### config.mk
export PLATFORM = sky130hd
export DESIGN_NAME = swtb_queue
export DESIGN_NICKNAME = d
export VERILOG_FILES = /design/src/rtl/swtb_pkg.sv /design/src/rtl/swtb_queue.sv
export SDC_FILE = /design/constraint.sdc
export NUM_CORES = 1
export LEC_CHECK = 0
export BUFFER_PORTS_ARGS = -buffer_cell sky130_fd_sc_hd__buf_2
export CORE_MARGIN = 2
export CORE_UTILIZATION = 45
export DETAILED_ROUTE_END_ITERATION = 12
export HOLD_SLACK_MARGIN = 0.05
export PLACE_DENSITY = 0.7
export SYNTH_ARGS = -nofsm -noshare
export SYNTH_HDL_FRONTEND = slang
export SYNTH_SLANG_ARGS = --single-unit
### constraint.sdc
create_clock -name clk -period 4.3 [get_ports clk]
set_clock_uncertainty 0.15 [all_clocks]
set_input_delay 0.86 -clock clk [delete_from_list [all_inputs] [get_ports clk]]
set_output_delay 0.86 -clock clk [all_outputs]
set_load 0.03 [all_outputs]
### src/rtl/swtb_pkg.sv
// ----------------------------------------------------------------------------
// swtb_pkg
// Types, codes and axis helpers shared by the stamp tile binner modules.
// ----------------------------------------------------------------------------
`default_nettype none

package swtb_pkg;

    localparam int MAP_BITS   = 9;                 // 512 texel map per axis
    localparam int TILE_SHIFT = 3;                 // 8x8 texel tiles
    localparam int TILE_BITS  = MAP_BITS - TILE_SHIFT;
    localparam int IDX_BITS   = 2 * TILE_BITS;     // tile index {ty, tx}
    localparam int MARK_WORD  = 32;
    localparam int MARK_BITS  = 5;
    localparam int MARK_ADDR  = IDX_BITS - MARK_BITS;
    localparam int MARK_DEPTH = 1 << MARK_ADDR;
    localparam int CAP_BITS   = 10;
    localparam int TILE_CAP   = 1 << CAP_BITS;
    localparam int LEN_BITS   = CAP_BITS + 1;

    localparam logic [1:0] OP_CLEAR = 2'd0;
    localparam logic [1:0] OP_STAMP = 2'd1;
    localparam logic [1:0] OP_READ  = 2'd2;
    localparam logic [1:0] OP_SPARE = 2'd3;

    localparam logic [1:0] ST_OK      = 2'd0;
    localparam logic [1:0] ST_OVF     = 2'd1;
    localparam logic [1:0] ST_OUTSIDE = 2'd2;

    localparam logic [1:0] CFG_WIN_X = 2'd0;
    localparam logic [1:0] CFG_WIN_Y = 2'd1;
    localparam logic [1:0] CFG_MAP_X = 2'd2;
    localparam logic [1:0] CFG_MAP_Y = 2'd3;

    typedef struct packed {
        logic [1:0]         opcode;
        logic signed [31:0] start_x;
        logic signed [31:0] start_y;
        logic signed [31:0] end_x;
        logic signed [31:0] end_y;
        logic [23:0]        radius;
        logic [9:0]         read_index;
    } in_item_t;

    typedef struct packed {
        logic [1:0]  status;
        logic [10:0] list_count;
        logic [5:0]  tile_x;
        logic [5:0]  tile_y;
        logic        entry_valid;
    } out_item_t;

    typedef struct packed {
        logic                outside;
        logic [MAP_BITS-1:0] l0;
        logic [MAP_BITS-1:0] l1;
    } clamp_t;

    typedef struct packed {
        logic [TILE_BITS-1:0] lo0;
        logic [TILE_BITS-1:0] hi0;
        logic [TILE_BITS-1:0] lo1;
        logic [TILE_BITS-1:0] hi1;
        logic                 two;
    } axis_tiles_t;

    typedef struct packed {
        logic [1:0]  op;
        logic        outside;
        logic [9:0]  read_index;
        axis_tiles_t x;
        axis_tiles_t y;
    } cmd_t;

    typedef enum logic [1:0] {
        B_IDLE,
        B_RD,
        B_CHK,
        B_LIST
    } back_state_t;

    // Window texel range of one axis, clamped to the window.
    function automatic clamp_t axis_clamp(input logic signed [32:0] lo,
                                          input logic signed [32:0] hi,
                                          input logic [23:0] win);
        logic signed [33:0] w;
        logic signed [33:0] d0;
        logic signed [33:0] d1;
        logic signed [25:0] l0;
        logic signed [25:0] l1;
        logic signed [25:0] l0c;
        logic signed [25:0] l1c;
        clamp_t             c;
        w   = {{2{win[23]}}, win, 8'd0};
        d0  = {lo[32], lo} - w;
        d1  = {hi[32], hi} - w;
        l0  = d0[33:8];
        l1  = d1[33:8];
        l0c = (l0 < 26'sd0) ? 26'sd0 : l0;
        l1c = (l1 > 26'sd511) ? 26'sd511 : l1;
        c.outside = (l0c > l1c);
        c.l0      = l0c[MAP_BITS-1:0];
        c.l1      = l1c[MAP_BITS-1:0];
        return c;
    endfunction

    // Split the clamped range at the wrap seam into tile runs.
    function automatic axis_tiles_t axis_split(input logic [MAP_BITS-1:0] l0,
                                               input logic [MAP_BITS-1:0] l1,
                                               input logic [MAP_BITS-1:0] morg);
        logic [MAP_BITS-1:0] p;
        logic [MAP_BITS:0]   len;
        logic [MAP_BITS:0]   rem;
        logic [MAP_BITS:0]   run;
        logic [MAP_BITS:0]   e0;
        logic [MAP_BITS:0]   e1;
        axis_tiles_t         t;
        p   = l0 + morg;
        len = {1'b0, l1} - {1'b0, l0} + 1'b1;
        rem = (MAP_BITS+1)'(1 << MAP_BITS) - {1'b0, p};
        run = (len < rem) ? len : rem;
        e0  = {1'b0, p} + run - 1'b1;
        e1  = len - run - 1'b1;
        t.lo0 = p[MAP_BITS-1:TILE_SHIFT];
        t.hi0 = e0[MAP_BITS-1:TILE_SHIFT];
        t.lo1 = '0;
        t.hi1 = e1[MAP_BITS-1:TILE_SHIFT];
        t.two = (run < len);
        return t;
    endfunction

endpackage

`default_nettype wire

### src/rtl/swtb_queue.sv
// ----------------------------------------------------------------------------
// swtb_queue
// Two-entry command queue between the front and the back.
// ----------------------------------------------------------------------------
`default_nettype none

module swtb_queue
    import swtb_pkg::*;
(
    input  wire logic clk,
    input  wire logic rst_n,
    input  wire logic push,
    input  wire cmd_t push_cmd,
    output logic      ready,
    input  wire logic pop,
    output logic      valid,
    output cmd_t      head
);

    cmd_t       slot_reg [2];
    logic       wr_reg, rd_reg;
    logic [1:0] count_reg;

    assign ready = (count_reg != 2'd2);
    assign valid = (count_reg != 2'd0);
    assign head  = slot_reg[rd_reg];

    always_ff @(posedge clk or negedge rst_n)
    begin
        if (!rst_n)
        begin
            wr_reg    <= 1'b0;
            rd_reg    <= 1'b0;
            count_reg <= '0;
        end
        else
        begin
            if (push)
                wr_reg <= ~wr_reg;
            if (pop)
                rd_reg <= ~rd_reg;
            if (push && !pop)
                count_reg <= count_reg + 2'd1;
            else if (pop && !push)
                count_reg <= count_reg - 2'd1;
        end
    end

    always_ff @(posedge clk)
    begin
        if (push)
            slot_reg[wr_reg] <= push_cmd;
    end

endmodule

`default_nettype wire

### Yosys cells after proc, flatten, opt, wreduce, memory -nomap -nowiden

Memory sizes are Yosys's and may differ from the RTL's.
Index checks and enable logic that the tools add are counted.

* bits in registers: 4
* bits in writable memories: 126
* input port bits: 67
* output and inout bits: 65
* word-level logic and storage cells: 19
* memories: 1

* add/subtract/negate cells: 2
* equal/unequal tests: 1
* muxes and demuxes: 4
* bitwise logic cells: 2
* reductions and logical operators: 6

Memory list
* slot_reg: depth 2, width 63, read ports 1, clocked after Yosys merged registers in 0, wr ports 1, RTL line swtb_queue.sv:20 `cmd_t slot_reg [2];`

Operators by type and width (count)
* 2-to-1 mux 2 bit: 2
* nonzero test 2 bit: 2
* adder 2 x 1 -> 2 bit, second input constant: 1
* logical AND 1 bit: 2
* logical NOT 1 bit: 2
* 2-to-1 mux 1 bit: 2
* inequality test 2 bit, second input constant: 1
* NOT 1 bit: 2
* subtractor 2 x 1 -> 2 bit, second input constant: 1

### Logic depth before layout (Yosys ltp)

Gate-level depths: netlist of run 1.

* depth after elaboration: 4
* depth in mapped cells: 5
* mapped depth without buffers: 5

### Worst setup path after synthesis of run 1

No wires, ideal clock.

* kind: input to register
* from: input push
* to: memory slot_reg[0][0] (netlist bit) (enable)
* data arrival time: 3.632 ns
* data required time: 3.658 ns
* setup slack: 0.026 ns
* stages on the path: 1
* path buffers: 0
* cells stage by stage: nor2b_1

* word-level cells in the longest chain between the ends: 2

RTL lines
* start: declaration: RTL line swtb_queue.sv:12 `input wire logic push,`
* 2-to-1 mux 1 bit: RTL line swtb_queue.sv:51 `if (push)`
* 2-to-1 mux 1 bit (implied by the code): RTL line swtb_queue.sv:52 `slot_reg[wr_reg] <= push_cmd;`
* end: declaration: RTL line swtb_queue.sv:20

No other way between the ends.

==> results of run 1 <==
[metrics by stage]
stage / instances / setup WS [ps] / area [um2] / utilization / hold WS [ps]
2_1_floorplan: 212 / 26.5 / 5030 / - / 305
3_3_place_gp: 478 / 1630 / 5790 / 0.532 / 322
3_5_place_dp: 478 / 1600 / 5790 / 0.532 / 345
4_1_cts: 511 / 1050 / 6390 / 0.587 / 362
5_1_grt: 511 / 1010 / 6390 / 0.587 / 359
6_report: 511 / 1100 / 6390 / 0.587 / 360
[cell families (layout without fill, tap and decap cells)]
kind of cell	after synthesis	count (layout)	synth area share
buffers and inverters	8	167	0.0268
flip-flops	130	130	0.771
adder cells (fa/ha/maj)	1	1	0.00248
AND/OR/NAND/NOR	5	5	0.00572
multiplexers	63	63	0.185
XOR/XNOR	5	5	0.00870
[routing by layer]
| metal | GRT usage | share of wire | up-vias |
|---|---|---|---|
| li1 | - | - | 1128 |
| met1 | 0.164 | 0.41 | 1188 |
| met2 | 0.230 | 0.51 | 86 |
| met3 | 0.0456 | 0.058 | 15 |
| met4 | 0.0796 | 0.025 | 0 |
| met5 | 0 | 0 | - |
[cell usage in the layout (no fill, tap or decap), types with 2 or more instances in the layout]
cell type    n
buf_2      131
bufinv_16    4
clkbuf_16   16
buf_12       2
xor2_1       4
edfxtp_1   126
clkbuf_1     3
clkinv_1     2
clkinv_2     4
dfrtp_1      3
mux2_4      59
mux2_2       4
[repair_timing]
item | CTS | global route
endpoints found under the setup margin | 0 | 0
endpoints found under the hold margin | 4 | 0
hold buffers | 1 | 0
[final cells by class]
class | count | share of cell area
well taps | 140 | 0.0274
clock inverters | 12 | 0.0257
clock buffers | 20 | 0.0666
flip-flops and latches | 130 | 0.609
repair buffers | 134 | 0.110
multi-input cells | 74 | 0.161
inverters | 1 | 0.000588
[power groups by stage]
| stage | clock (mW) | sequential, mW | combinational [mW] |
|---|---|---|---|
| after floorplan | 0 | 1.78 | 1.41 |
| after global placement | 0 | 1.83 | 1.62 |
| after detailed placement | 0 | 1.85 | 1.63 |
| after CTS | 1.45 | 1.83 | 1.63 |
| after global routing | 1.51 | 1.85 | 1.70 |
| final | 1.42 | 1.82 | 1.60 |
[worst max-delay path by stage]
stage / depth (start not counted) / startpoint / slack [ps] / end
final: 3 / rd_reg$_DFFE_PN0P_ / 1100 / head[56]
after detailed placement: 3 / rd_reg$_DFFE_PN0P_ / 1600 / head[55]
after floorplan: 1 / push / 30 / slot_reg[0][0]$_DFFE_PP_
after global placement: 3 / rd_reg$_DFFE_PN0P_ / 1630 / head[56]
after global routing: 3 / rd_reg$_DFFE_PN0P_ / 1010 / head[56]
after CTS: 3 / rd_reg$_DFFE_PN0P_ / 1050 / head[56]
==> impl_metrics.py, run 1 <==
metrics = {
    "outcome": {
        "status": "complete, no violations",
    },
    "cells_and_area": {
        "multiInputGateArea_um2": 1030,
        "largest_reg_flops": 126,
        "antenna_cells": 0,
        "nets": 426,
        "drive_above_1_share": 0.612,
        "num-fill-cells": 833,
        "regArea_um2": 3890,
        "area_delta_synth_final_pct": 26.9,
    },
    "drt": {
        "firstDrtPassIters": 4,
        "drt-total-wl_um": 8100,
        "via_per_inst": 4.73,
        "num_vias": 2417,
        "wire_per_inst_um": 15.8,
        "first_iter_violations": 94,
        "drc_errors": 0,
        "final_antenna_net_count": 0,
    },
    "setup_path": {
        "timing_worst_setup_path_type": "flop to output pin",
        "start_kind": "flop",
        "cp-end-kind": "output pin",
        "reg2reg_from": "wr_reg$_DFFE_PN0P_",
        "rr_worst_depth": 2,
        "cp_max_fo": 40,
        "path_delay_family": "flip-flops",
        "crit_required_ps": 3290,
        "worstPathCellList": "buf_12 -> mux2_2 -> buf_2",
        "cp_slowest_cell": "dfrtp_4",
        "path_buf_inv": 2,
        "rrSetupSlack_ps": 2410,
        "slowest_delay_ps": 730,
        "timing.rr.end": "slot_reg[0][30]$_DFFE_PP_",
        "crit_arrival_ps": 2190,
    },
    "yosys": {
        "yosysMostFrequentCell": "edfxtp_1",
        "yosysTopAreaCell": "edfxtp_1",
        "mappedNetlistArea_um2": 5030,
        "synth_cell_types": 15,
        "synth_seq_cells": 130,
        "synth_top_area_frac": 0.751,
        "synth_nets": 280,
        "synth_edf_count": 126,
        "synthCells": 212,
        "synth_async_sr_flop_share": 0.0308,
        "yosys_warnings": 0,
        "syn_avg_cell_area_um2": 23.7,
        "synth_commonest_cells": "126 x edfxtp_1, 59 x mux2_4, 6 x buf_12",
        "synth-main-ff-cell": "edfxtp_1",
        "seq_area_frac_synth": 0.771,
        "netlist_top_cells_area": "edfxtp_1 75%, mux2_4 18%, buf_12 2.4%",
    },
    "pwr": {
        "p_seq_frac": 0.376,
        "powerDensity_nw_per_um2": 758,
        "p_comb_frac": 0.331,
        "power.internal_mw": 3.28,
        "p_leak_nw": 2.60,
        "ir_drop_uv": 406,
        "power_mw": 4.84,
        "sw_frac_of_total": 0.323,
        "clock_power_share": 0.292,
        "p_sw_mw": 1.56,
    },
    "hold_path": {
        "whs_endpoint": "count_reg[1]$_DFFE_PN0P_",
        "hold_path_class": "flop to flop",
        "whs_path_depth": 1,
        "min_from": "count_reg[1]$_DFFE_PN0P_",
    },
    "timing": {
        "maxSlewHeadroom": 0.407,
        "rsz0062_at_grt": "false",
        "fin_setup_tns_ps": 0,
        "slew_violations": 0,
        "finalSetupViolations": 0,
        "fin_crit_sh": 0.745,
        "worstMarginPinSlew_ps": 889,
        "hold_viol": 0,
        "max_freq_mhz": 312,
        "post-route-min-period_ps": 3200,
    },
    "run": {
        "drv_cap": 0,
    },
    "placed_design": {
        "gp_congestion": 0.673,
        "io_buffer_count": 131,
    },
    "clock_network": {
        "cts-root-buf": "clkbuf_8",
        "htreeDepth": 4,
        "cts_sinks": 130,
        "post_cts_buffers": 0,
        "cts.clk_slew.worst_paths_ps": 60,
        "cts_made_buffers": 17,
        "cts_repair_resize_count": 0,
        "cts_buffer_depth": 2,
        "cts_tree": "yes",
        "clock_latency_ps": 500,
    },
    "floorplan": {
        "core.rowCount": 38,
        "coreArea_um2": 10900,
        "ioPinCount": 132,
        "dieArea_um2": 12100,
        "start_util": 0.462,
        "die_height_um": 110,
        "die_x_um": 110,
    },
    "global_routing": {
        "grt_max_degree": 64,
        "grt_pass1_vias": 2440,
        "overflow": 0,
        "grt_pass1_wl_um": 12100,
        "antenna_found_initial": 0,
        "grt_util_all_layers": 0.141,
    },
}
No activity file was read; power rests on OpenSTA's default activity.
==> run 2: changes to the inputs <==
--- a/config.mk
+++ b/config.mk
@@ -10,7 +10,7 @@
 export CORE_UTILIZATION = 45
 export DETAILED_ROUTE_END_ITERATION = 12
 export HOLD_SLACK_MARGIN = 0.05
-export PLACE_DENSITY = 0.7
+export PLACE_DENSITY = 0.72
 export SYNTH_ARGS = -nofsm -noshare
 export SYNTH_HDL_FRONTEND = slang
 export SYNTH_SLANG_ARGS = --single-unit
==> constraint.sdc (replaced) <==
create_clock -name clk -period 2.7 [get_ports clk]
set_clock_uncertainty 0.15 [all_clocks]
set_input_delay 0.54 -clock clk [delete_from_list [all_inputs] [get_ports clk]]
set_output_delay 0.54 -clock clk [all_outputs]
set_load 0.03 [all_outputs]
==> impl_metrics.py, run 2 (same netlist as run 1, synthesis figures left out) <==
metrics = {
    "setup_path": {
        "timing_worst_setup_path_type": "flop to output pin",
        "cp_max_fo": 32,
        "reg2reg_from": "wr_reg$_DFFE_PN0P_",
        "path_buf_inv": 2,
        "path_delay_family": "flip-flops",
        "cp-end-kind": "output pin",
        "slowest_delay_ps": 550,
        "rrSetupSlack_ps": 1030,
        "rr_worst_depth": 2,
        "timing.rr.end": "slot_reg[1][41]$_DFFE_PP_",
        "start_kind": "flop",
        "critPathLaunch": "rd_reg$_DFFE_PN0P_",
        "worstPathCellList": "buf_12 -> mux2_2 -> buf_2",
        "crit_arrival_ps": 1920,
        "cp_slowest_cell": "dfrtp_4",
        "crit_required_ps": 2010,
    },
    "pwr": {
        "ir_drop_uv": 685,
        "p_leak_nw": 2.83,
        "powerDensity_nw_per_um2": 1080,
        "power_mw": 7.51,
    },
    "floorplan": {
        "die_x_um": 110,
        "ioPinCount": 132,
        "die_height_um": 110,
        "core.rowCount": 38,
        "coreArea_um2": 10900,
        "start_util": 0.462,
        "dieArea_um2": 12100,
    },
    "timing": {
        "post-route-min-period_ps": 2610,
        "worstMarginPinSlew_ps": 482,
        "finalSetupViolations": 0,
        "hold_viol": 0,
        "fin_setup_tns_ps": 0,
        "max_freq_mhz": 383,
        "fin_crit_sh": 0.966,
        "maxSlewHeadroom": 0.679,
        "slew_violations": 0,
        "rsz0062_at_grt": "false",
    },
    "clock_network": {
        "cts_tree": "yes",
        "post_cts_buffers": 0,
        "cts_made_buffers": 17,
        "cts-root-buf": "clkbuf_8",
        "cts_buffer_depth": 2,
        "htreeDepth": 4,
        "cts.clk_slew.worst_paths_ps": 50,
        "clock_latency_ps": 510,
        "cts_sinks": 130,
        "cts_repair_resize_count": 0,
    },
    "cells_and_area": {
        "nets": 490,
        "area_delta_synth_final_pct": 37.9,
        "largest_reg_flops": 126,
        "drive_above_1_share": 0.515,
        "num-fill-cells": 761,
        "multiInputGateArea_um2": 1030,
        "stdcell_area_um2": 6950,
        "antenna_cells": 0,
        "regArea_um2": 3890,
        "mostFrequentLayoutCells": "131 x buf_2, 126 x edfxtp_1, 62 x dlygate4sd3_1, 59 x mux2_4, 16 x clkbuf_16",
        "final_common_cell": "buf_2",
    },
    "drt": {
        "final_antenna_net_count": 0,
        "drt-total-wl_um": 9030,
        "firstDrtPassIters": 4,
        "wire_per_inst_um": 15.7,
        "drc_errors": 0,
        "first_iter_violations": 85,
        "num_vias": 2656,
        "via_per_inst": 4.62,
    },
    "global_routing": {
        "grt_pass1_wl_um": 13400,
        "grt_max_degree": 35,
        "grt_util_all_layers": 0.157,
        "antenna_found_initial": 0,
        "overflow": 0,
        "grt_pass1_vias": 2876,
    },
    "placed_design": {
        "placed_cell_area_um2": 5820,
        "hpwlAfterDp_um": 5480,
        "io_buffer_count": 131,
        "gp_congestion": 0.666,
    },
    "hold_path": {
        "whs_endpoint": "slot_reg[0][24]$_DFFE_PP_",
        "min_from": "push_cmd[24]",
        "hold_path_class": "primary input to flop",
        "whs_path_depth": 1,
    },
    "outcome": {
        "status": "complete, no violations",
    },
    "run": {
        "drv_cap": 0,
    },
}
run 2: cell types whose count changed in the layout (fill, tap and decap cells not counted), sizes merged:
| cell | change |
|---|---|
| clkinv | -6 |
| clkbuf | +11 |
| clkinvlp | -1 |
| dlygate4sd3 | +61 |
| buf | +3 |
| bufinv | -4 |
run 2: worst max-delay path by stage:
stage,to,depth (start not counted)
2_1_floorplan,slot_reg[1][0]$_DFFE_PP_,1
3_3_place_gp,head[55],3
3_5_place_dp,head[55],3
4_1_cts,head[55],3
5_1_grt,head[55],3
6_report,head[55],3
run 2: where the power goes:
part           internal [mW]  switching (mW)  total, mW
Sequential              2.69           0.157       2.85
Combinational           1.14            1.60       2.74
Clock                   1.20           0.723       1.92
run 2: routing by layer:
metal	GRT usage	up-vias	share of wire	routed length [um]
met1	0.162	1293	0.38	3470
met2	0.274	89	0.54	4890
li1	-	1259	-	-
met5	0	-	0	0
met3	0.0563	15	0.052	469
met4	0.0877	0	0.022	195
run 2: area by class of cell:
type,instances,share of cell area
Tap cell,140,0.0252
Clock buffer,31,0.0715
Timing Repair Buffer,198,0.195
Inverter,1,0.000540
Multi-Input combinational cell,74,0.148
Sequential cell,130,0.560
Clock inverter,1,0.000721
run 2: through the flow:
step,util,instances,setup WS (ps),hold slack (ps)
2_1_floorplan,-,212,102,94.4
3_3_place_gp,0.535,481,630,200
3_5_place_dp,0.535,481,610,207
4_1_cts,0.638,575,43.0,50.1
5_1_grt,0.638,575,17.9,52.5
6_report,0.638,575,90.7,78.4
run 2: repair_timing:
action / 4_1_cts / 5_1_grt
setup endpoints to repair: 0 / 0
hold endpoints to repair: 123 / 0
hold buffers: 62 / 0
