`src/rtl/swtb_pkg.sv`:
```
// ----------------------------------------------------------------------------
// swtb_pkg
// Types, codes and axis helpers shared by the stamp tile binner modules.
// ----------------------------------------------------------------------------
`default_nettype none

package swtb_pkg;

    localparam int MAP_BITS   = 9;                 // 512 texel map per axis
    localparam int TILE_SHIFT = 3;                 // 8x8 texel tiles
    localparam int TILE_BITS  = MAP_BITS - TILE_SHIFT;
    localparam int IDX_BITS   = 2 * TILE_BITS;     // tile index {ty, tx}
    localparam int MARK_WORD  = 32;
    localparam int MARK_BITS  = 5;
    localparam int MARK_ADDR  = IDX_BITS - MARK_BITS;
    localparam int MARK_DEPTH = 1 << MARK_ADDR;
    localparam int CAP_BITS   = 10;
    localparam int TILE_CAP   = 1 << CAP_BITS;
    localparam int LEN_BITS   = CAP_BITS + 1;

    localparam logic [1:0] OP_CLEAR = 2'd0;
    localparam logic [1:0] OP_STAMP = 2'd1;
    localparam logic [1:0] OP_READ  = 2'd2;
    localparam logic [1:0] OP_SPARE = 2'd3;

    localparam logic [1:0] ST_OK      = 2'd0;
    localparam logic [1:0] ST_OVF     = 2'd1;
    localparam logic [1:0] ST_OUTSIDE = 2'd2;

    localparam logic [1:0] CFG_WIN_X = 2'd0;
    localparam logic [1:0] CFG_WIN_Y = 2'd1;
    localparam logic [1:0] CFG_MAP_X = 2'd2;
    localparam logic [1:0] CFG_MAP_Y = 2'd3;

    typedef struct packed {
        logic [1:0]         opcode;
        logic signed [31:0] start_x;
        logic signed [31:0] start_y;
        logic signed [31:0] end_x;
        logic signed [31:0] end_y;
        logic [23:0]        radius;
        logic [9:0]         read_index;
    } in_item_t;

    typedef struct packed {
        logic [1:0]  status;
        logic [10:0] list_count;
        logic [5:0]  tile_x;
        logic [5:0]  tile_y;
        logic        entry_valid;
    } out_item_t;

    typedef struct packed {
        logic                outside;
        logic [MAP_BITS-1:0] l0;
        logic [MAP_BITS-1:0] l1;
    } clamp_t;

    typedef struct packed {
        logic [TILE_BITS-1:0] lo0;
        logic [TILE_BITS-1:0] hi0;
        logic [TILE_BITS-1:0] lo1;
        logic [TILE_BITS-1:0] hi1;
        logic                 two;
    } axis_tiles_t;

    typedef struct packed {
        logic [1:0]  op;
        logic        outside;
        logic [9:0]  read_index;
        axis_tiles_t x;
        axis_tiles_t y;
    } cmd_t;

    typedef enum logic [1:0] {
        B_IDLE,
        B_RD,
        B_CHK,
        B_LIST
    } back_state_t;

    // Window texel range of one axis, clamped to the window.
    function automatic clamp_t axis_clamp(input logic signed [32:0] lo,
                                          input logic signed [32:0] hi,
                                          input logic [23:0] win);
        logic signed [33:0] w;
        logic signed [33:0] d0;
        logic signed [33:0] d1;
        logic signed [25:0] l0;
        logic signed [25:0] l1;
        logic signed [25:0] l0c;
        logic signed [25:0] l1c;
        clamp_t             c;
        w   = {{2{win[23]}}, win, 8'd0};
        d0  = {lo[32], lo} - w;
        d1  = {hi[32], hi} - w;
        l0  = d0[33:8];
        l1  = d1[33:8];
        l0c = (l0 < 26'sd0) ? 26'sd0 : l0;
        l1c = (l1 > 26'sd511) ? 26'sd511 : l1;
        c.outside = (l0c > l1c);
        c.l0      = l0c[MAP_BITS-1:0];
        c.l1      = l1c[MAP_BITS-1:0];
        return c;
    endfunction

    // Split the clamped range at the wrap seam into tile runs.
    function automatic axis_tiles_t axis_split(input logic [MAP_BITS-1:0] l0,
                                               input logic [MAP_BITS-1:0] l1,
                                               input logic [MAP_BITS-1:0] morg);
        logic [MAP_BITS-1:0] p;
        logic [MAP_BITS:0]   len;
        logic [MAP_BITS:0]   rem;
        logic [MAP_BITS:0]   run;
        logic [MAP_BITS:0]   e0;
        logic [MAP_BITS:0]   e1;
        axis_tiles_t         t;
        p   = l0 + morg;
        len = {1'b0, l1} - {1'b0, l0} + 1'b1;
        rem = (MAP_BITS+1)'(1 << MAP_BITS) - {1'b0, p};
        run = (len < rem) ? len : rem;
        e0  = {1'b0, p} + run - 1'b1;
        e1  = len - run - 1'b1;
        t.lo0 = p[MAP_BITS-1:TILE_SHIFT];
        t.hi0 = e0[MAP_BITS-1:TILE_SHIFT];
        t.lo1 = '0;
        t.hi1 = e1[MAP_BITS-1:TILE_SHIFT];
        t.two = (run < len);
        return t;
    endfunction

endpackage

`default_nettype wire

```
`src/rtl/swtb_front.sv`:
```
// ----------------------------------------------------------------------------
// swtb_front
// Holds configuration, bounds each stamp and splits it into tile runs.
// ----------------------------------------------------------------------------
`default_nettype none

module swtb_front
    import swtb_pkg::*;
(
    input  wire logic     clk,
    input  wire logic     rst_n,
    input  wire logic     accept,
    input  wire in_item_t item,
    input  wire logic     cfg_we,
    input  wire logic [1:0]  cfg_index,
    input  wire logic [23:0] cfg_data,
    input  wire logic     q_ready,
    output logic          q_push,
    output cmd_t          q_cmd,
    output logic          active
);

    logic [23:0]         win_x_reg, win_y_reg;
    logic [MAP_BITS-1:0] map_x_reg, map_y_reg;

    logic               s1_valid_reg;
    logic [1:0]         s1_op_reg;
    logic [9:0]         s1_idx_reg;
    logic signed [32:0] lo_x_reg, hi_x_reg, lo_y_reg, hi_y_reg;

    logic               s2_valid_reg;
    logic [1:0]         s2_op_reg;
    logic [9:0]         s2_idx_reg;
    clamp_t             cx_reg, cy_reg;

    logic signed [31:0] min_x, max_x, min_y, max_y;
    logic signed [32:0] rad;
    logic               s2_load;

    always_ff @(posedge clk or negedge rst_n)
    begin
        if (!rst_n)
        begin
            win_x_reg <= '0;
            win_y_reg <= '0;
            map_x_reg <= '0;
            map_y_reg <= '0;
        end
        else if (cfg_we)
        begin
            case (cfg_index)
                CFG_WIN_X: win_x_reg <= cfg_data;
                CFG_WIN_Y: win_y_reg <= cfg_data;
                CFG_MAP_X: map_x_reg <= cfg_data[MAP_BITS-1:0];
                CFG_MAP_Y: map_y_reg <= cfg_data[MAP_BITS-1:0];
                default:   ;
            endcase
        end
    end

    always_comb
    begin
        min_x = (item.start_x < item.end_x) ? item.start_x : item.end_x;
        max_x = (item.start_x < item.end_x) ? item.end_x : item.start_x;
        min_y = (item.start_y < item.end_y) ? item.start_y : item.end_y;
        max_y = (item.start_y < item.end_y) ? item.end_y : item.start_y;
        rad   = {9'd0, item.radius};
    end

    assign s2_load = s1_valid_reg && (!s2_valid_reg || q_ready);
    assign q_push  = s2_valid_reg && q_ready;
    assign active  = s1_valid_reg || s2_valid_reg;

    always_ff @(posedge clk or negedge rst_n)
    begin
        if (!rst_n)
        begin
            s1_valid_reg <= 1'b0;
            s2_valid_reg <= 1'b0;
        end
        else
        begin
            if (accept)
                s1_valid_reg <= 1'b1;
            else if (s2_load)
                s1_valid_reg <= 1'b0;
            if (s2_load)
                s2_valid_reg <= 1'b1;
            else if (q_push)
                s2_valid_reg <= 1'b0;
        end
    end

    // Payload: bound box on accept, clamp to window when stage 2 loads.
    always_ff @(posedge clk)
    begin
        if (accept)
        begin
            s1_op_reg  <= item.opcode;
            s1_idx_reg <= item.read_index;
            lo_x_reg   <= {min_x[31], min_x} - rad;
            hi_x_reg   <= {max_x[31], max_x} + rad;
            lo_y_reg   <= {min_y[31], min_y} - rad;
            hi_y_reg   <= {max_y[31], max_y} + rad;
        end
        if (s2_load)
        begin
            s2_op_reg  <= s1_op_reg;
            s2_idx_reg <= s1_idx_reg;
            cx_reg     <= axis_clamp(lo_x_reg, hi_x_reg, win_x_reg);
            cy_reg     <= axis_clamp(lo_y_reg, hi_y_reg, win_y_reg);
        end
    end

    always_comb
    begin
        q_cmd.op         = s2_op_reg;
        q_cmd.outside    = cx_reg.outside || cy_reg.outside;
        q_cmd.read_index = s2_idx_reg;
        q_cmd.x          = axis_split(cx_reg.l0, cx_reg.l1, map_x_reg);
        q_cmd.y          = axis_split(cy_reg.l0, cy_reg.l1, map_y_reg);
    end

endmodule

`default_nettype wire

```
`config.mk`:
```
export PLATFORM = sky130hd
export DESIGN_NAME = swtb_front
export DESIGN_NICKNAME = d
export VERILOG_FILES = /design/src/rtl/swtb_pkg.sv /design/src/rtl/swtb_front.sv
export SDC_FILE = /design/constraint.sdc
export NUM_CORES = 1
export LEC_CHECK = 0
export ABC_AREA = 0
export BUFFER_PORTS_ARGS = -buffer_cell sky130_fd_sc_hd__buf_4
export CORE_MARGIN = 2
export CORE_UTILIZATION = 50
export CTS_BUF_LIST = sky130_fd_sc_hd__clkbuf_8
export CTS_CLUSTER_SIZE = 25
export DETAILED_ROUTE_END_ITERATION = 10
export GPL_ROUTABILITY_DRIVEN = 0
export PLACE_DENSITY = 0.75
export RECOVER_POWER = 25
export SLEW_MARGIN = 20
export SYNTH_ARGS = -nofsm -noshare
export SYNTH_HDL_FRONTEND = slang
export SYNTH_SLANG_ARGS = --single-unit
```
`constraint.sdc`:
```
create_clock -name clk -period 9.3 [get_ports clk]
set_clock_uncertainty 0.15 [all_clocks]
set_input_delay 1.86 -clock clk [delete_from_list [all_inputs] [get_ports clk]]
set_output_delay 1.86 -clock clk [all_outputs]
set_load 0.01 [all_outputs]
```
## Word level (Yosys, flattened, before mapping)

Index checks and enable logic that the tools add are counted.

| word-level totals | value |
|---|---|
| register bits after elaboration | 262 |

| operators by class | value |
|---|---|
| add/subtract/negate cells | 24 |
| $lt $le $gt $ge | 12 |
| equality and inequality tests | 3 |
| mux-type cells | 14 |
| reductions and logical operators | 13 |

Operators with widths:

| cell | number |
|---|---|
| subtractor 33 x 32 -> 34 bit | 4 |
| two-way mux 32 bit | 4 |
| two-way mux 26 bit | 4 |
| adder 32 x 25 -> 33 bit | 2 |
| subtractor 32 x 25 -> 33 bit | 2 |
| < comparator 32 bit | 2 |
| > comparator 26 x 10 -> 1 bit, second input constant | 2 |
| > comparator 26 bit | 2 |
| < comparator 26 x 1 -> 1 bit, second input constant | 2 |
| < comparator 10 bit | 4 |
| adder 9 bit | 4 |
| subtractor 9 x 1 -> 9 bit, second input constant | 4 |
| adder 10 x 1 -> 10 bit, second input constant | 2 |
| two-way mux 10 bit | 2 |
| subtractor 10 x 9 -> 10 bit, first input constant | 2 |
| subtractor 9 x 9 -> 10 bit | 2 |
| subtractor 9 bit | 2 |
| AND reduction 2 bit | 4 |
| equality test 2 bit, second input constant | 2 |
| two-way mux 1 bit | 4 |
| nonzero test 2 bit | 2 |
| logical OR 1 bit | 3 |
| equality test 2 x 1 -> 1 bit, second input constant | 1 |
| logical AND 1 bit | 2 |
| 2 further kinds | 2 |

## Longest topological paths before layout

Gate-level depths: netlist (run 1).

| logic depth | value |
|---|---|
| depth in word-level cells | 6 |
| mapped depth | 31 |
| depth with buffers taken out | 30 |

## Worst setup path before layout (run 1)

OpenSTA, ideal clock, no wires.

| path | value |
|---|---|
| path type | reg-to-output |
| start | register cy_reg[10] in the netlist's numbering |
| end | output q_cmd[18] in the netlist's numbering |
| arrival time | 5.630 ns |
| path slack | 1.660 ns |
| cell stages (with the launch flop) | 29 |
| cells stage by stage | edfxtp_1 -> ha_1 -> inv_1 -> ha_1 -> fa_1 -> a21oi_1 -> nor2_1 -> nor2_1 -> o21bai_1 -> a21oi_1 -> o21bai_1 -> a21oi_1 -> xnor2_1 -> inv_1 -> ha_1 -> o211ai_1 -> o21ai_1 -> clkbuf_1 -> mux2i_1 -> inv_1 -> ha_1 -> inv_1 -> ha_1 -> and3_1 -> a21oi_1 -> o21ai_1 -> o41ai_1 -> o21ai_0 -> xnor2_1 |

RTL lines:

| item | RTL line | RTL |
|---|---|---|
| start: declaration | swtb_front.sv:34 | `clamp_t cx_reg, cy_reg;` |
| start signal: assignment | swtb_front.sv:111 | `cy_reg <= axis_clamp(lo_y_reg, hi_y_reg, win_y_reg);` |
| end: declaration | swtb_front.sv:19 | `output cmd_t q_cmd,` |

==> impl_summary.md, run 1 <==
Floorplanning
The die covers 53900 um^2. During I/O placement, the number of pins put on the boundary was 260. After floorplanning, the core was divided into 83 placement rows. The horizontal extent of the die is 232 um. The initial utilization of the core area, before any placement, comes to 50.6%. The region available for standard cell placement spans 51400 um^2. From bottom edge to top edge, the die measures 232 um.

Min path
The worst hold-check path type is reg -> reg. The worst hold path stage count is 0.

Clock tree
The number of hold buffers added after cts is 0. The count of H-tree levels built during CTS is 2. The tree is rooted in a clkbuf_8.

The number of clock buffers inserted by TritonCTS is 37. At the later pin of the worst-skew pair, clock insertion delay measures 0.56 ns. For this design, the sink count on the clock tree is 230.

After clock tree synthesis, the repair step resized 0 gates. The clock transition at the register clock pins on the worst setup and hold paths after CTS is 0.07 ns. In this run the post-CTS setup repair buffer count came out at 0. The maximum root-to-sink buffer count is 3. The clock tree from TritonCTS is yes.

Route
Dividing the detail-routed via count by the number of cells gives 5.62. For this block, the initial DRC count from the detailed router was 1608. The number of iterations in the first detailed-routing pass is 5. The number of antenna-violating nets in the routed design is 0.

The wire length per cell is 17.3 um. The count of unresolved DRC violations after routing is 0. The wire length reported by the detailed router is 68200 um.

The final route contains 22200 vias.

Place
The quantity of I/O buffers inserted on ports is 247. The placed instances occupy a cell area of 28600 um^2. Once detailed placement completed, the half-perimeter wirelength came to 57100 um.

Yosys
Of the post-synthesis cell area, the dominant cell type holds 20.7%. Counting distinct cell types in the post-synthesis netlist gives 89. Counting every instance in the synthesized netlist gives 2986. For this run, the leading register cell type out of synthesis is edfxtp_1. By count the netlist is led by ha_1, inv_1, nand2_1. Yosys printed 0 warnings. Ranked by total cell area, the synthesized netlist is headed by ha_1, edfxtp_1, dfrtp_1.

The synthesized design contains 162 enable-type register cells. In this run the cell area of the synthesized design comes to 26000 um^2. The async set-or-reset flop fraction in the synthesized netlist is 29.6%. The biggest area contributor in the post-synthesis netlist is ha_1. The part of the Yosys area used for sequential elements is 25.2%.

The average size of a mapped cell is 8.72 um^2. In this run, synthesis produced a sequential element count of 230. ha_1 is the most common cell in the netlist.

Global route
Summed over all layers, the global routing overflow is 0. Global routing consumed, over all layers together, 24.7% of the routing resources. The pin count of the biggest net entering global routing is 69. The first global-routing pass estimated 107000 um of wire. The number of antenna violations at the first check in global routing came to 9. The number of global-route vias before repair is 20700.

Worst setup path
The critical path launch point type is a register. Counting both buffers and inverters, the worst setup path holds a total of 7. At the worst endpoint, the required time is 7.29 ns. On the worst path, the slowest cell contributes a delay of 0.55 ns. Counting buffers and inverters, the worst setup path is 31 cells deep. The slowest stage of the critical path belongs to the cell o41ai_1. The depth of the worst register-to-register path is 29. The family with the most delay on the worst path is compound AO/OA/AOI/OAI gates. The worst setup path is captured at an output port.

For the worst setup path, the data arrival time is 6.65 ns. The type of the worst setup path is reg -> out. In this run the worst path has a maximum fanout of 8.

STA
The max-slew violation count came to 127. The final setup violation count is 0. Setup repair after global routing left no endpoint under its margin. The slew at the pin closest to its max-slew limit is 3.67 ns.

After layout, the worst path uses 93.1% of the clock period. The post-route minimum period is 8.66 ns. The total negative setup slack is 0 ns. The worst slew slack as a fraction of its limit is -145%. The final-report hold violation count came to 0. Static timing analysis puts the maximum clock frequency at 116 MHz.

Layout
After routing the design area is 29300 um^2. After filler insertion, the fill cell instance count of the layout stands at 4641. At the end of the flow, the number of nets in the layout was 3867. From synthesis to final layout, the design area changed by 12.7%. The post-route netlist has 13.7% of its cells at a drive strength greater than 1.

The post-layout utilization of the core is 57.1%.

Job
Across the run, the number of max-cap violations was 2.

Outcome
The flow ran to the end, but the final reports show violations. The final reports fail on max-capacitance violations, max-slew violations.
==> layout make-up <==
type                            count  area (um^2)  share of cell area (%)
Clock inverter                     20          101                   0.345
Tap cell                          680          851                    2.90
Sequential cell                   230         6570                    22.4
Antenna cell                        4         10.0                  0.0341
Timing Repair Buffer              261         1950                    6.64
Clock buffer                       46          633                    2.16
Multi-Input combinational cell   2390        18100                    61.5
Inverter                          313         1170                    4.00
==> final timing paths <==
path                          startpoint       endpoint  slack, ns
max                           cy_reg[10]      q_cmd[18]       0.64
min reg2reg                s1_idx_reg[1]  s2_idx_reg[1]       0.25
min                        s1_idx_reg[1]  s2_idx_reg[1]       0.25
min in group asynchronous          rst_n   s2_valid_reg       2.42
max reg2reg                  hi_y_reg[8]     cy_reg[18]       2.66
max in group asynchronous          rst_n  win_x_reg[18]       4.49
==> per-stage QoR <==
step	worst slack, ns	hold WS [ns]	std cells
6_report	0.645	0.254	3944
5_1_grt	0.179	0.281	3942
4_1_cts	0.614	0.249	3940
3_5_place_dp	1.22	0.255	3874
3_3_place_gp	1.38	0.250	3874
2_1_floorplan	1.66	0.250	2997
==> per-layer routing <==
metal	share of wire, %	routed length [um]	vias up	track usage, %
met5	0.10	68	-	0
met4	3.7	2520	10	9.15
met3	5.7	3900	105	3.27
met2	44	30300	615	39.8
met1	46	31400	10200	33.8
li1	-	-	11300	-
==> worst register-to-register path, delay by kind of cell, from the launching register on <==
kind | cells | cell delay [ns]
AOI/OAI and AO/OA | 18 | 3.62
and+or+nand+nor | 6 | 1.31
adders and majority gates | 3 | 0.79
DFF | 1 | 0.36
buffers and inverters | 2 | 0.12
==> kinds of logic (layout without fill, tap and decap cells) <==
family                     Yosys count  after routing  share of synthesized area [%]
AOI/OAI and AO/OA                  799            799                           19.8
xor gates and xnor gates           233            233                           7.84
adders and majority gates          439            439                           21.3
buffers and inverters              377            640                           5.62
DFF                                230            230                           25.2
muxes                              138            138                           5.75
other                                1             16                         0.0144
and+or+nand+nor                    769            769                           14.4
==> cells in the final DEF (no fill, tap or decap), types with 110 or more instances in the layout <==
master / n
buf_4: 245
ha_1: 431
nor2_1: 177
nand2_1: 230
a21oi_1: 223
inv_1: 324
o21ai_0: 167
a21o_1: 110
xnor2_1: 147
edfxtp_1: 162
Power of run 1 is left out: the tool's default activity adds up to more than one toggle a clock period on the data nets, which glitch-free logic cannot reach.
==> inputs of run 2 (changes only) <==
--- a/config.mk
+++ b/config.mk
@@ -17,3 +17,3 @@
 export RECOVER_POWER = 25
-export SLEW_MARGIN = 20
+export SKIP_LAST_GASP = 1
 export SYNTH_ARGS = -nofsm -noshare
==> constraint.sdc (replaced) <==
create_clock -name clk -period 9.3 [get_ports clk]
set_clock_uncertainty 0.15 [all_clocks]
set_input_delay 0 -clock clk [delete_from_list [all_inputs] [get_ports clk]]
set_output_delay 0 -clock clk [all_outputs]
set_load 0.01 [all_outputs]
==> run 2 against run 1 <==
The run still ends with max-capacitance violations, max-slew violations left. First-iteration DRC count is 23% higher. Critical endpoint is now lo_x_reg[28]. Core utilization is 3.7 points higher. Sequential share of layout area is 1.4 points lower. Fmax is 19% higher. Register-to-register slack better by 0.20 ns. Highest routed layer unchanged. Via count is 6.1% higher. Worst hold slack worse by 0.22 ns. Flip-flop and latch count stayed put.
==> impl_summary.md, run 2 (same netlist as run 1, synthesis figures left out) <==
Outcome
The run finished, with violations left. The checks that failed: max-capacitance violations, max-slew violations.

Global route
The first-pass GRT wire length is 115000 um. The total overflow left after global routing is 0. Entering global routing, the biggest net connects 73 pins. The number of global-route vias before repair came to 22200.

The number of antenna violations at the first check in global routing is 8. The total global-route track usage is 26.5%.

STA
The final setup violation count is 0. The routed design could run at a clock period as short as 7.27 ns. The total negative setup slack is 0 ns.

The final-report hold violation count is 0. The setup slack of the critical path after layout is 2.03 ns. Setup repair after global routing left no endpoint under its margin.

The timing-limited maximum frequency is 138 MHz. The worst path uses 78.2% of the clock period. The max-slew violation count came to 91.

The worst pin sits at a relative slew slack of -44.7%. At the pin with the least slew margin, the transition time is 2.17 ns.

Route
In the routed design, unresolved DRC markers number 0. The wire length per cell is 17.6 um. For this block, the initial DRC count from the detailed router was 1982.

The pre-antenna-repair detailed-routing pass consisted of 8 iterations. Once detail routing completed, the nets flagged for antenna violations numbered 0. Using the TritonRoute via totals, the vias-per-cell ratio works out to 5.69. Summing over every cut layer, the via total after detailed routing is 23500.

The wire length reported by the detailed router is 72600 um.

Worst setup path
STA classifies the critical path startpoint as an input pin. The arrival time at the worst endpoint is 7.53 ns. The worst setup path is captured at a register. The required time reported for the critical path endpoint is 9.56 ns. The type of the worst setup path is in -> reg.

Of all nets on the critical path, the largest fanout is 34.

Layout
After filler insertion, the fill cell instance count of the layout stands at 4380. The number of nets in the finished design is 4055. The library cell used most frequently in the layout, excluding fill and tap cells, is ha_1. The layout cell share with drive strength beyond 1 is 12.6%. Compared with the post-synthesis result, the final layout area differs by 20.1%. The top cell types in the final layout, fill and taps aside, are ha_1, inv_1, buf_4. Measured on the finished design, the core utilization comes to 60.8%.

Floorplanning
The horizontal extent of the die is 232 um. Once the floorplan was initialized, standard cells occupied 50.6% of the core. The placeable core area is 51400 um^2. The standard-cell row count is 83. The die is 232 um tall.

Pin placement for this block handled 260 I/O pins. The full die area is 53900 um^2.

Min path
In this run the worst hold path is classified as in -> reg.

Power and ir drop
The worst supply voltage drop on vdd is 718 uV. The power density normalized to cell area is 438 nW/um^2. For this design the static power due to leakage is 14.6 nW.

Job
The total of max-cap violations is 2.

Place
The sum of net half-perimeters after detailed placement is 57400 um. The count of buffers added on input and output ports is 247. The worst setup slack before clock tree synthesis is 2.91 ns.

Clock tree
The post-CTS setup buffer count is 0. The later pin in the worst-skew pair is clocked with a latency of 0.56 ns. The clock transition at the register clock pins on the worst setup and hold paths after CTS is 0.06 ns.

The clock tree from TritonCTS is yes. No sink is reached through more buffers than the 3 on the longest clock path. The number of clock buffers inserted by TritonCTS is 37. The count of H-tree levels built during CTS is 2. The total number of clock tree sinks is 230.

CTS placed an instance of clkbuf_8 at the clock tree root.
[run 2: cell count changes in the layout (fill, tap and decap cells not counted), moves of 3 or more]
| cell | before | now |
|---|---|---|
| bufinv_16 | 0 | 3 |
| clkbuf_1 | 3 | 17 |
| dlygate4sd3_1 | 0 | 189 |
| clkinv_1 | 1 | 4 |
| inv_1 | 324 | 321 |
| buf_4 | 245 | 231 |
[run 2: path summary, 6_finish.rpt]
check | slack, ns | from | endpoint | cells past startpoint
min reg2reg | 0.27 | s1_idx_reg[8] | s2_idx_reg[8] | 0
min in group asynchronous | 0.50 | rst_n | s2_valid_reg | 3
max | 2.03 | item[93] | lo_x_reg[28] | 26
min | 0.03 | item[117] | lo_y_reg[19] | 5
max reg2reg | 2.86 | hi_x_reg[8] | cx_reg[18] | 28
max in group asynchronous | 7.37 | rst_n | map_x_reg[2] | 4
[run 2: cell type report]
type	instances	area, um^2	area share, %
diodes	4	10.0	0.0320
repair buffers	449	3780	12.1
well taps	680	851	2.72
multi-input cells	2390	18100	57.8
flip-flops and latches	230	6570	21.0
clock inverters	21	179	0.573
clock buffers	46	633	2.03
inverters	313	1170	3.76
[run 2: worst max-delay path: stages]
cell           delay (ns)
dlygate4sd3_1        0.55
buf_4                0.16
inv_1                0.14
ha_1                 0.26
and3_1               0.16
a221o_1              0.31
a221oi_2             0.48
nor2b_1              0.55
mux2_2               0.26
buf_4                0.44
mux2_2               0.40
ha_1                 0.33
a21o_1               0.13
a21o_1               0.13
a21oi_1              0.08
o21a_1               0.21
o21bai_1             0.18
o21ai_0              0.12
a211o_1              0.33
o32ai_2              0.33
a21oi_1              0.20
a21oi_2              0.37
o211ai_1             0.15
dlygate4sd3_1        0.60
nand3b_1             0.08
dlygate4sd3_1        0.55
[run 2: where the power goes]
group | switching [mW] | internal (mW)
clock | 0.403 | 0.534
combinational | 5.99 | 5.24
sequential | 0.114 | 1.40
total | 6.50 | 7.18
[run 2: routing by layer]
layer  share of wire, %  GRT usage [%]
met5              0.052              0
met1                 45           35.9
met4                4.9           11.6
met2                 45           42.6
met3                5.9           2.90
[run 2: stage by stage]
step	cells	total power [mW]	instance area (um^2)	hold slack (ns)
after floorplan	2997	9.15	26100	-0.446
after global placement	3873	12.5	28600	0.00953
after detailed placement	3873	12.7	28600	0.00874
after CTS	4129	13.8	31300	0.000793
after global routing	4133	15.2	31200	0.0283
final	4133	13.7	31200	0.0337
[run 2: what timing repair did]
action,CTS,global route
hold buffers,189,0
gates resized for setup,0,0
endpoints found under the hold margin,267,0
Note: power is estimated with default switching activity, not from simulation.
